### src/rtl/sgfg_pkg.sv
// Shared types, constants and face group codes of the grid face generator.
`default_nettype none
package sgfg_pkg;

   localparam int MaxPoints = 256;
   localparam int PtW = 9;
   localparam int CntW = 8;
   localparam int IdxW = 24;
   localparam int FaceW = 27;
   localparam int CsrAddrW = 2;
   localparam int CsrDataW = 9;

   localparam logic [CsrAddrW-1:0] CSR_THREE_D  = 2'd0;
   localparam logic [CsrAddrW-1:0] CSR_POINTS_I = 2'd1;
   localparam logic [CsrAddrW-1:0] CSR_POINTS_J = 2'd2;
   localparam logic [CsrAddrW-1:0] CSR_POINTS_K = 2'd3;

   // Face groups.
   localparam logic [3:0] PH_BT2 = 4'd0;
   localparam logic [3:0] PH_LR2 = 4'd1;
   localparam logic [3:0] PH_IH2 = 4'd2;
   localparam logic [3:0] PH_IV2 = 4'd3;
   localparam logic [3:0] PH_FB3 = 4'd4;
   localparam logic [3:0] PH_BT3 = 4'd5;
   localparam logic [3:0] PH_LR3 = 4'd6;
   localparam logic [3:0] PH_II3 = 4'd7;
   localparam logic [3:0] PH_IJ3 = 4'd8;
   localparam logic [3:0] PH_IK3 = 4'd9;

   // Commands from the controller to the datapath.
   typedef struct packed {
      logic start;    // reset counters to the first face and clear the face count
      logic compute;  // latch the products of the current face
      logic finish;   // register the result and step the counters
   } cmd_type;

   typedef struct packed {
      logic busy;
   } status_type;

   // Clamp a raw register value to the legal point range.
   function automatic logic [PtW-1:0] clamp_points(input logic [CsrDataW-1:0] v);
      logic [PtW-1:0] r;
      if (v < PtW'(2)) r = PtW'(2);
      else if (v > PtW'(MaxPoints)) r = PtW'(MaxPoints);
      else r = v;
      return r;
   endfunction

endpackage
`default_nettype wire

### src/rtl/structured_grid_face_generator_unit.sv
// Top level of the structured grid face generator.
`default_nettype none
// Gives one face of a structured 2D edge mesh or 3D triangle mesh per request, in
// file order, wrapping after the last face; restart begins at face 0. Each request
// is taken only while idle, then passes the first index product stage and the second
// product stage into the result register; no new request is taken until then.
// A configuration write also restarts the sequence; write only while idle.
module structured_grid_face_generator_unit
   import sgfg_pkg::*;
(
   input  wire logic                clock,
   input  wire logic                reset,
   input  wire logic                req_valid,
   output logic                     req_stall,
   input  wire logic                req_restart,
   output logic                     rsp_valid,
   input  wire logic                rsp_stall,
   output logic [IdxW-1:0]          rsp_vertex_first,
   output logic [IdxW-1:0]          rsp_vertex_second,
   output logic [IdxW-1:0]          rsp_vertex_third,
   output logic [IdxW-1:0]          rsp_left_cell,
   output logic [IdxW-1:0]          rsp_right_cell,
   output logic                     rsp_far_boundary,
   output logic [FaceW-1:0]         rsp_face_number,
   output logic                     rsp_last,
   input  wire logic                csr_valid,
   output logic                     csr_ready,
   input  wire logic [CsrAddrW-1:0] csr_index,
   input  wire logic [CsrDataW-1:0] csr_data
);

   logic           three_d_ff;
   logic [PtW-1:0] ni_ff, nj_ff, nk_ff;
   logic           cfg_write, restart_now;
   cmd_type        cmd;

   assign csr_ready = 1'b1;
   assign cfg_write = csr_valid;

   // Configuration registers.
   always_ff @(posedge clock) begin
      if (reset) begin
         three_d_ff <= 1'b0;
         ni_ff <= PtW'(2);
         nj_ff <= PtW'(2);
         nk_ff <= PtW'(2);
      end else if (cfg_write) begin
         unique case (csr_index)
            CSR_THREE_D:  three_d_ff <= csr_data[0];
            CSR_POINTS_I: ni_ff <= clamp_points(csr_data);
            CSR_POINTS_J: nj_ff <= clamp_points(csr_data);
            CSR_POINTS_K: nk_ff <= clamp_points(csr_data);
            default: ;
         endcase
      end
   end

   // The new mode must be visible when the restart lands, so the start is delayed.
   logic cfg_write_ff;
   always_ff @(posedge clock) begin
      if (reset) cfg_write_ff <= 1'b0;
      else cfg_write_ff <= cfg_write;
   end

   cmd_type dp_cmd;
   always_comb begin
      dp_cmd = cmd;
      dp_cmd.start = cfg_write_ff || restart_now;
   end

   sgfg_ctrl u_ctrl (
      .clock(clock), .reset(reset),
      .req_valid(req_valid), .req_restart(req_restart), .req_stall(req_stall),
      .rsp_valid(rsp_valid), .rsp_stall(rsp_stall),
      .cfg_write(cfg_write), .cmd(cmd), .restart_now(restart_now)
   );

   sgfg_datapath u_dp (
      .clock(clock), .reset(reset),
      .three_d(three_d_ff), .ni(ni_ff), .nj(nj_ff), .nk(nk_ff), .cmd(dp_cmd),
      .rsp_vertex_first(rsp_vertex_first), .rsp_vertex_second(rsp_vertex_second),
      .rsp_vertex_third(rsp_vertex_third), .rsp_left_cell(rsp_left_cell),
      .rsp_right_cell(rsp_right_cell), .rsp_far_boundary(rsp_far_boundary),
      .rsp_face_number(rsp_face_number), .rsp_last(rsp_last)
   );

   // A result that waits while stalled keeps the block from taking a request.
   assert property (@(posedge clock) disable iff (reset)
      rsp_valid && rsp_stall |-> req_stall)
      else $error("request taken while result stalled");

   // Compute and finish never happen together.
   assert property (@(posedge clock) disable iff (reset)
      !(cmd.compute && cmd.finish))
      else $error("compute and finish overlap");

   // A finish is always followed by a valid result.
   assert property (@(posedge clock) disable iff (reset)
      cmd.finish |=> rsp_valid)
      else $error("result missing after finish");

endmodule
`default_nettype wire

### src/rtl/sgfg_ctrl.sv
// Controller that sequences each face request through compute and output.
`default_nettype none
module sgfg_ctrl
   import sgfg_pkg::*;
(
   input  wire logic       clock,
   input  wire logic       reset,
   input  wire logic       req_valid,
   input  wire logic       req_restart,
   output logic            req_stall,
   output logic            rsp_valid,
   input  wire logic       rsp_stall,
   input  wire logic       cfg_write,
   output cmd_type         cmd,
   output logic            restart_now
);

   localparam logic [1:0] ST_IDLE = 2'd0;
   localparam logic [1:0] ST_CALC = 2'd1;
   localparam logic [1:0] ST_DONE = 2'd2;

   logic [1:0] state_ff, state_in;
   logic       out_valid_ff, out_valid_in;
   logic       accept;

   // A new request is taken when idle and the output slot is free or draining.
   assign req_stall = (state_ff != ST_IDLE) || (out_valid_ff && rsp_stall);
   assign accept = req_valid && !req_stall;
   assign restart_now = accept && req_restart;
   assign rsp_valid = out_valid_ff;

   always_comb begin
      state_in = state_ff;
      out_valid_in = out_valid_ff && rsp_stall;
      cmd = '0;
      cmd.start = cfg_write || restart_now;
      unique case (state_ff)
         ST_IDLE: begin
            if (accept) state_in = ST_CALC;
         end
         ST_CALC: begin
            cmd.compute = 1'b1;
            state_in = ST_DONE;
         end
         ST_DONE: begin
            cmd.finish = 1'b1;
            out_valid_in = 1'b1;
            state_in = ST_IDLE;
         end
         default: state_in = ST_IDLE;
      endcase
   end

   always_ff @(posedge clock) begin
      if (reset) begin
         state_ff <= ST_IDLE;
         out_valid_ff <= 1'b0;
      end else begin
         state_ff <= state_in;
         out_valid_ff <= out_valid_in;
      end
   end

endmodule
`default_nettype wire

### src/rtl/sgfg_datapath.sv
// Face counters, index arithmetic and result register.
`default_nettype none
module sgfg_datapath
   import sgfg_pkg::*;
(
   input  wire logic              clock,
   input  wire logic              reset,
   input  wire logic              three_d,
   input  wire logic [PtW-1:0]    ni,
   input  wire logic [PtW-1:0]    nj,
   input  wire logic [PtW-1:0]    nk,
   input  cmd_type                cmd,
   output logic [IdxW-1:0]        rsp_vertex_first,
   output logic [IdxW-1:0]        rsp_vertex_second,
   output logic [IdxW-1:0]        rsp_vertex_third,
   output logic [IdxW-1:0]        rsp_left_cell,
   output logic [IdxW-1:0]        rsp_right_cell,
   output logic                   rsp_far_boundary,
   output logic [FaceW-1:0]       rsp_face_number,
   output logic                   rsp_last
);

   logic [3:0]       phase_ff, phase_in;
   logic [PtW-1:0]   o_ff, o_in, m_ff, m_in, n_ff, n_in;
   logic [1:0]       s_ff, s_in;
   logic [FaceW-1:0] fc_ff, fc_in;

   logic [PtW-1:0] a, b, c;
   assign a = ni - PtW'(1);
   assign b = nj - PtW'(1);
   assign c = nk - PtW'(1);

   // Group bounds: lo of outer/middle/inner, hi, sub face count.
   function automatic logic [3*PtW+3*PtW+3-1:0] bounds(input logic [3:0] ph);
      logic [PtW-1:0] l0, l1, l2, h0, h1, h2;
      logic [2:0] sb;
      l0 = '0; l1 = '0; l2 = '0;
      h0 = PtW'(1); h1 = PtW'(1); h2 = PtW'(1); sb = 3'd1;
      unique case (ph)
         PH_BT2: begin h2 = a; sb = 3'd2; end
         PH_LR2: begin h2 = b; sb = 3'd2; end
         PH_IH2: begin l1 = PtW'(1); h1 = b; h2 = a; end
         PH_IV2: begin l1 = PtW'(1); h1 = a; h2 = b; end
         PH_FB3: begin h1 = b; h2 = a; sb = 3'd4; end
         PH_BT3: begin h1 = c; h2 = a; sb = 3'd4; end
         PH_LR3: begin h1 = b; h2 = c; sb = 3'd4; end
         PH_II3: begin l0 = PtW'(1); h0 = a; h1 = b; h2 = c; sb = 3'd2; end
         PH_IJ3: begin l0 = PtW'(1); h0 = b; h1 = a; h2 = c; sb = 3'd2; end
         default: begin l0 = PtW'(1); h0 = c; h1 = a; h2 = b; sb = 3'd2; end
      endcase
      return {l0, l1, l2, h0, h1, h2, sb};
   endfunction

   // Point or cell index from the registered k*n+j term, the row length and i.
   function automatic logic [IdxW-1:0] index_of(input logic [2*PtW:0] kj,
                                                 input logic [PtW-1:0] len,
                                                 input logic [PtW-1:0] i);
      return IdxW'(kj) * IdxW'(len) + IdxW'(i);
   endfunction

   logic [3*PtW+3*PtW+2:0] cur_bnd, nxt_bnd;
   logic [PtW-1:0] lo1, lo2, hi0, hi1, hi2;
   logic [2:0]     subs;
   always_comb cur_bnd = bounds(phase_ff);
   assign {lo1, lo2, hi0, hi1, hi2, subs} = cur_bnd[5*PtW+2:0];

   // Next nonempty group after the current one; only interior groups can be empty.
   logic [3:0] next_ph;
   logic       wrap;
   always_comb begin
      next_ph = three_d ? PH_FB3 : PH_BT2;
      wrap = 1'b1;
      unique case (phase_ff)
         PH_BT2: begin next_ph = PH_LR2; wrap = 1'b0; end
         PH_LR2: begin
            wrap = 1'b0;
            if (b > PtW'(1)) next_ph = PH_IH2;
            else if (a > PtW'(1)) next_ph = PH_IV2;
            else wrap = 1'b1;
         end
         PH_IH2: begin
            if (a > PtW'(1)) begin next_ph = PH_IV2; wrap = 1'b0; end
         end
         PH_FB3: begin next_ph = PH_BT3; wrap = 1'b0; end
         PH_BT3: begin next_ph = PH_LR3; wrap = 1'b0; end
         PH_LR3: begin
            wrap = 1'b0;
            if (a > PtW'(1)) next_ph = PH_II3;
            else if (b > PtW'(1)) next_ph = PH_IJ3;
            else if (c > PtW'(1)) next_ph = PH_IK3;
            else wrap = 1'b1;
         end
         PH_II3: begin
            wrap = 1'b0;
            if (b > PtW'(1)) next_ph = PH_IJ3;
            else if (c > PtW'(1)) next_ph = PH_IK3;
            else wrap = 1'b1;
         end
         PH_IJ3: begin
            if (c > PtW'(1)) begin next_ph = PH_IK3; wrap = 1'b0; end
         end
         default: ;
      endcase
   end

   logic [PtW-1:0] nlo0, nlo1, nlo2;
   always_comb nxt_bnd = bounds(next_ph);
   assign {nlo0, nlo1, nlo2} = nxt_bnd[6*PtW+2:3*PtW+3];

   // Face geometry: three vertex triples and left/right cell triples.
   logic [PtW-1:0] vi[3], vj[3], vk[3], ci[2], cj[2], ck[2];
   logic           far;
   logic [PtW-1:0] nkm1, nkm2;
   always_comb begin
      logic [PtW-1:0] p0, p1, p2, u0, u1, u2, w0, w1, w2;
      logic hi_side, half;
      hi_side = s_ff[1];
      half = s_ff[0];
      nkm1 = three_d ? c : '0;
      nkm2 = nk - PtW'(2);
      for (int q = 0; q < 3; q++) begin vi[q] = '0; vj[q] = '0; vk[q] = '0; end
      for (int q = 0; q < 2; q++) begin ci[q] = '0; cj[q] = '0; ck[q] = '0; end
      far = 1'b1;
      p0 = '0; p1 = '0; p2 = '0;
      u0 = '0; u1 = '0; u2 = '0; w0 = '0; w1 = '0; w2 = '0;
      unique case (phase_ff)
         PH_BT2: begin
            if (!s_ff[0]) begin
               vi[0] = n_ff; vi[1] = n_ff + PtW'(1); ci[0] = n_ff;
            end else begin
               vi[0] = n_ff + PtW'(1); vj[0] = b; vi[1] = n_ff; vj[1] = b;
               ci[0] = n_ff; cj[0] = nj - PtW'(2);
            end
         end
         PH_LR2: begin
            if (!s_ff[0]) begin
               vj[0] = n_ff + PtW'(1); vj[1] = n_ff; cj[0] = n_ff;
            end else begin
               vi[0] = a; vj[0] = n_ff; vi[1] = a; vj[1] = n_ff + PtW'(1);
               ci[0] = ni - PtW'(2); cj[0] = n_ff;
            end
         end
         PH_IH2: begin
            vi[0] = n_ff; vj[0] = m_ff; vi[1] = n_ff + PtW'(1); vj[1] = m_ff;
            ci[0] = n_ff; cj[0] = m_ff; ci[1] = n_ff; cj[1] = m_ff - PtW'(1);
            far = 1'b0;
         end
         PH_IV2: begin
            vi[0] = m_ff; vj[0] = n_ff; vi[1] = m_ff; vj[1] = n_ff + PtW'(1);
            ci[0] = m_ff - PtW'(1); cj[0] = n_ff; ci[1] = m_ff; cj[1] = n_ff;
            far = 1'b0;
         end
         default: begin
            unique case (phase_ff)
               PH_FB3: begin
                  p0 = n_ff; p1 = m_ff; p2 = hi_side ? nkm1 : '0; u0 = PtW'(1); w1 = PtW'(1);
                  ci[0] = n_ff; cj[0] = m_ff; ck[0] = hi_side ? nkm2 : '0;
               end
               PH_BT3: begin
                  p0 = n_ff; p1 = hi_side ? b : '0; p2 = m_ff; u0 = PtW'(1); w2 = PtW'(1);
                  ci[0] = n_ff; cj[0] = hi_side ? nj - PtW'(2) : '0; ck[0] = m_ff;
               end
               PH_LR3: begin
                  p0 = hi_side ? a : '0; p1 = m_ff; p2 = n_ff; u1 = PtW'(1); w2 = PtW'(1);
                  ci[0] = hi_side ? ni - PtW'(2) : '0; cj[0] = m_ff; ck[0] = n_ff;
               end
               PH_II3: begin
                  p0 = o_ff; p1 = m_ff; p2 = n_ff; u1 = PtW'(1); w2 = PtW'(1);
                  ci[0] = o_ff - PtW'(1); cj[0] = m_ff; ck[0] = n_ff;
                  ci[1] = o_ff; cj[1] = m_ff; ck[1] = n_ff; far = 1'b0;
               end
               PH_IJ3: begin
                  p0 = m_ff; p1 = o_ff; p2 = n_ff; u0 = PtW'(1); w2 = PtW'(1);
                  ci[0] = m_ff; cj[0] = o_ff - PtW'(1); ck[0] = n_ff;
                  ci[1] = m_ff; cj[1] = o_ff; ck[1] = n_ff; far = 1'b0;
               end
               default: begin
                  p0 = m_ff; p1 = n_ff; p2 = o_ff; u0 = PtW'(1); w1 = PtW'(1);
                  ci[0] = m_ff; cj[0] = n_ff; ck[0] = o_ff - PtW'(1);
                  ci[1] = m_ff; cj[1] = n_ff; ck[1] = o_ff; far = 1'b0;
               end
            endcase
            vi[0] = p0; vj[0] = p1; vk[0] = p2;
            if (!half) begin
               vi[1] = p0 + u0; vj[1] = p1 + u1; vk[1] = p2 + u2;
               vi[2] = p0 + u0 + w0; vj[2] = p1 + u1 + w1; vk[2] = p2 + u2 + w2;
            end else begin
               vi[1] = p0 + u0 + w0; vj[1] = p1 + u1 + w1; vk[1] = p2 + u2 + w2;
               vi[2] = p0 + w0; vj[2] = p1 + w1; vk[2] = p2 + w2;
            end
         end
      endcase
   end

   // First multiply stage: k*nj + j (and the cell form), registered.
   logic [2*PtW:0] vkj_ff[3], ckj_ff[2];
   logic [PtW-1:0] vi_ff[3], ci_ff[2];
   logic           far_ff, is3_ff;
   logic [PtW-1:0] bj, ai;
   assign bj = nj - PtW'(1);
   assign ai = ni - PtW'(1);

   always_ff @(posedge clock) begin
      if (cmd.compute) begin
         for (int q = 0; q < 3; q++) begin
            vkj_ff[q] <= (2*PtW+1)'(vk[q]) * (2*PtW+1)'(nj) + (2*PtW+1)'(vj[q]);
            vi_ff[q] <= vi[q];
         end
         for (int q = 0; q < 2; q++) begin
            ckj_ff[q] <= (2*PtW+1)'(ck[q]) * (2*PtW+1)'(bj) + (2*PtW+1)'(cj[q]);
            ci_ff[q] <= ci[q];
         end
         far_ff <= far;
         is3_ff <= three_d;
      end
   end

   // Counter stepping, evaluated when the face is finished.
   logic last_face;
   always_comb begin
      phase_in = phase_ff; o_in = o_ff; m_in = m_ff; n_in = n_ff; s_in = s_ff;
      fc_in = fc_ff + FaceW'(1);
      last_face = 1'b0;
      if ({1'b0, s_ff} + 3'd1 < subs) s_in = s_ff + 2'd1;
      else begin
         s_in = '0;
         if (n_ff + PtW'(1) < hi2) n_in = n_ff + PtW'(1);
         else begin
            n_in = lo2;
            if (m_ff + PtW'(1) < hi1) m_in = m_ff + PtW'(1);
            else begin
               m_in = lo1;
               if (o_ff + PtW'(1) < hi0) o_in = o_ff + PtW'(1);
               else begin
                  phase_in = next_ph; o_in = nlo0; m_in = nlo1; n_in = nlo2;
                  if (wrap) begin
                     last_face = 1'b1;
                     fc_in = '0;
                  end
               end
            end
         end
      end
   end

   always_ff @(posedge clock) begin
      if (reset || cmd.start) begin
         phase_ff <= three_d ? PH_FB3 : PH_BT2;
         o_ff <= '0;
         m_ff <= '0;
         n_ff <= '0;
         s_ff <= '0;
         fc_ff <= '0;
      end else if (cmd.finish) begin
         phase_ff <= phase_in;
         o_ff <= o_in;
         m_ff <= m_in;
         n_ff <= n_in;
         s_ff <= s_in;
         fc_ff <= fc_in;
      end
   end

   // Second multiply stage into the result register.
   always_ff @(posedge clock) begin
      if (cmd.finish) begin
         rsp_vertex_first <= index_of(vkj_ff[0], ni, vi_ff[0]);
         rsp_vertex_second <= index_of(vkj_ff[1], ni, vi_ff[1]);
         rsp_vertex_third <= is3_ff ? index_of(vkj_ff[2], ni, vi_ff[2]) : '0;
         rsp_left_cell <= index_of(ckj_ff[0], ai, ci_ff[0]);
         rsp_right_cell <= far_ff ? '0 : index_of(ckj_ff[1], ai, ci_ff[1]);
         rsp_far_boundary <= far_ff;
         rsp_face_number <= fc_ff;
         rsp_last <= last_face;
      end
   end

endmodule
`default_nettype wire

### config.mk
export PLATFORM = sky130hd
export DESIGN_NAME = structured_grid_face_generator_unit
export DESIGN_NICKNAME = d
export VERILOG_FILES = /design/src/rtl/sgfg_pkg.sv /design/src/rtl/structured_grid_face_generator_unit.sv /design/src/rtl/sgfg_ctrl.sv /design/src/rtl/sgfg_datapath.sv
export SDC_FILE = /design/constraint.sdc
export NUM_CORES = 2
export LEC_CHECK = 0
export BUFFER_PORTS_ARGS = -buffer_cell sky130_fd_sc_hd__buf_2
export CORE_MARGIN = 5
export CORE_UTILIZATION = 53
export DETAILED_ROUTE_END_ITERATION = 16
export GPL_TIMING_DRIVEN = 1
export PLACE_DENSITY = 0.69
export SYNTH_ARGS = -nofsm -noshare
export SYNTH_HDL_FRONTEND = slang
export SYNTH_SLANG_ARGS = --single-unit
### constraint.sdc
create_clock -name clock -period 9.7 [get_ports clock]
set_input_delay 0.485 -clock clock [delete_from_list [all_inputs] [get_ports clock]]
set_output_delay 0.485 -clock clock [all_outputs]
set_load 0.005 [all_outputs]
==> out/qor.yml <==
outcome: "completed"
hold_class: "primary input to register"
max_freq_ghz: 0.110
async_flop_share: 0
nets: 8375
timing.hold.ws_ns: 0.0670
cap_violations: 0
fin_crit_ns: 9.13
leakagePower_nw: 30.5
drv_slew: 0
first_iter_violations: 4889
ant_nets: 0
skew_ns: 0.0675
finalHoldViolations: 0
slowest_stage: "edfxtp_1"
areaGrowthSynthToFinish_pct: 6.98
power_density_nw_per_um2: 123
die_w_um: 351
totalPowerFinal_mw: 8.07
ios: 169
ys_ff_latch: 383
p_switching_mw: 3.38
synth.area.mux_share: 0.00246
drc_errors: 0
wl_per_cell_um: 22.0
wirelength_um: 185000
vias_per_cell: 5.85
syn_area_per_cell_um2: 8.98
placement.cell_area_um2: 64100
clkTransAtPathRegs_ns: 0.06
grt_max_degree: 68
synth_xor_xnor_area_share: 0.0563
grt_pass1_wl_um: 290000
critPathKind: "register to register"
setup_viol: 0
cpPeakStageDelay_ns: 0.69
portBuffers: 167
drive_above_1_share: 0.0669
cts_sinks: 383
dr_total_vias: 49325
cts_buffers: 47
cts_tree: "done"
cts_resized: 0
dp_cells: 8338
path_max_fanout: 15
synth-compound-area-share: 0.0987
gp_congestion: 1.08
rsz0062_at_grt: "false"
pwr-share-seq: 0.265
yosysSeqAreaShare: 0.173
cts-root-buf: "clkbuf_16"
grt_pass1_vias: 50024
switching_share: 0.418
dr.pass1.iters: 8
synth_cells: 6857
yosysWarnings: 0
start_util: 0.532
fillerInstances: 10285
final_cells: 8434
synth_nets: 8369
ys.flop_type: "edfxtp_1"
period_share: 0.941
cts_buffer_depth: 3
die_h_um: 351
slew_headroom: 0.189
synth_area_um2: 61600
worst_slew_pin_slew_ns: 1.21
grt_antenna_before_repair: 11
p_clk_frac: 0.240
overflow: 0
internal_power_mw: 4.70
grtUsageTotal: 0.302
setup_tns_ns: 0
vdd_drop_max_uv: 159
die_area_um2: 123000
clock_latency_ns: 0.67
crit_path_end_kind: "register"
arrival_ns: 9.54
hpwlAfterDp_um: 145000
synth_edf_count: 295
cts_setup_buffers: 0
cp_data_required_time_ns: 10.11
stdcell_area_um2: 65900
synthAdderAreaFrac: 0.411
floorplan.rows: 125
p_comb_frac: 0.495
synth_top_family_by_area: "adder cells"
core_um2: 116000
hold_buffers: 0
worst_setup_path_start_kind: "register"
synth.distinct_cells: 104
synth-simple-area-share: 0.176
h-tree-depth: 2
-- metrics by stage --
step           setup WS [ns]   util
2_1_floorplan           1.82      -
3_3_place_gp           0.830  0.554
3_5_place_dp           0.756  0.554
4_1_cts                0.683  0.569
5_1_grt               0.0179  0.569
6_report               0.571  0.569
-- cell usage after synthesis, drive strengths merged (24+ instances only) --
cell,count,area share
xor2,142,0.020
nor3,75,0.0062
a21o,60,0.0073
a211oi,32,0.0039
and2,428,0.043
nor2,384,0.024
inv,990,0.060
edfxtp,295,0.14
nand2,976,0.060
fa,880,0.29
nand2b,74,0.0075
nand3,85,0.0071
o22ai,41,0.0042
buf,95,0.0067
o21a,40,0.0049
o21ai,205,0.017
a21oi,294,0.024
xnor2,251,0.036
ha,615,0.12
o221ai,26,0.0037
and3,79,0.0080
a31oi,24,0.0024
nor2b,39,0.0040
clkbuf,260,0.016
dfxtp,88,0.029
-- area by class of cell --
type | count | area, um2 | area share
Timing Repair Buffer | 312 | 1920 | 0.0292
Sequential cell | 383 | 10600 | 0.161
Antenna cell | 8 | 20.0 | 0.000304
Clock buffer | 58 | 1300 | 0.0198
Multi-Input combinational cell | 5122 | 45900 | 0.697
Tap cell | 1524 | 1910 | 0.0290
Clock inverter | 30 | 405 | 0.00616
Inverter | 997 | 3750 | 0.0569
-- sequential cells by signal (all words and copies together) (netlist names), 9 cells and up --
| name | flops |
|---|---|
| ni_ff | 9 |
| nj_ff | 9 |
| nk_ff | 9 |
| u_dp.ci_ff | 18 |
| u_dp.ckj_ff | 38 |
| u_dp.fc_ff | 27 |
| u_dp.m_ff | 9 |
| u_dp.n_ff | 9 |
| u_dp.o_ff | 9 |
| u_dp.rsp_face_number | 27 |
| u_dp.rsp_left_cell | 24 |
| u_dp.rsp_right_cell | 24 |
| u_dp.rsp_vertex_first | 24 |
| u_dp.rsp_vertex_second | 24 |
| u_dp.rsp_vertex_third | 24 |
| u_dp.vi_ff | 27 |
| u_dp.vkj_ff | 57 |
-- kinds of logic after synthesis --
family                   count (synthesis)
AND/OR/NAND/NOR                       2269
XOR/XNOR                               394
buffers and inverters                 1352
flip-flops                             383
multiplexers                            15
AO/OA/AOI/OAI                          948
other                                    1
adder cells (fa/ha/maj)               1495
-- final timing paths --
path | from | end | slack, ns | depth (start not counted)
setup / recovery | u_dp.phase_ff[1] | u_dp.vkj_ff[0][56] | 0.57 | 32
hold / removal | req_valid | u_ctrl.state_ff[0] | 0.07 | 3
setup reg to reg | u_dp.phase_ff[1] | u_dp.vkj_ff[0][56] | 0.57 | 32
hold reg to reg | nj_ff[4] | nj_ff[4] | 0.47 | 2
-- power by group through the flow --
stage	Sequential [mW]	Clock, mW	Combinational, mW
2_1_floorplan	2.10	0	2.92
3_3_place_gp	2.17	0	3.85
3_5_place_dp	2.17	0	3.93
4_1_cts	2.14	1.98	3.97
5_1_grt	2.15	2.04	4.49
6_report	2.14	1.94	3.99
-- metal layers --
| layer | up-vias | wire [um] | track usage | part of all wire |
|---|---|---|---|---|
| li1 | 22129 | - | - | - |
| met5 | - | 34 | 0.00157 | 0.00018 |
| met1 | 24451 | 80100 | 0.428 | 0.43 |
| met3 | 449 | 17700 | 0.0634 | 0.095 |
| met2 | 2292 | 79800 | 0.467 | 0.43 |
| met4 | 4 | 7610 | 0.0982 | 0.041 |
-- worst max-delay path: cells and delay by family (launching register included) --
family | cells | cell delay [ns]
flops | 1 | 0.69
fa+ha+maj | 7 | 2.94
simple gates | 7 | 1.83
xor+xnor | 2 | 0.24
compound gates | 8 | 2.19
buf+inv | 8 | 0.98
-- placed cells by master (no fill, tap or decap), types with 26 or more instances in the layout --
master,Yosys,routed
dfxtp_1,88,78
nor2_1,380,379
buf_4,6,145
a21o_1,60,60
nand2_1,976,975
o221ai_1,26,26
nor2b_1,39,38
nand3_1,83,83
and2_1,427,427
o21a_1,40,40
a211oi_1,32,32
inv_1,989,989
fa_1,880,880
clkbuf_16,0,50
and3_1,79,79
nor3_1,74,74
edfxtp_1,295,295
a21oi_1,292,292
xor2_1,142,138
nand2b_1,74,74
buf_2,19,167
xnor2_1,251,248
o22ai_1,41,41
ha_1,615,615
o21ai_0,196,196
Power figures use the tool's default switching activity.
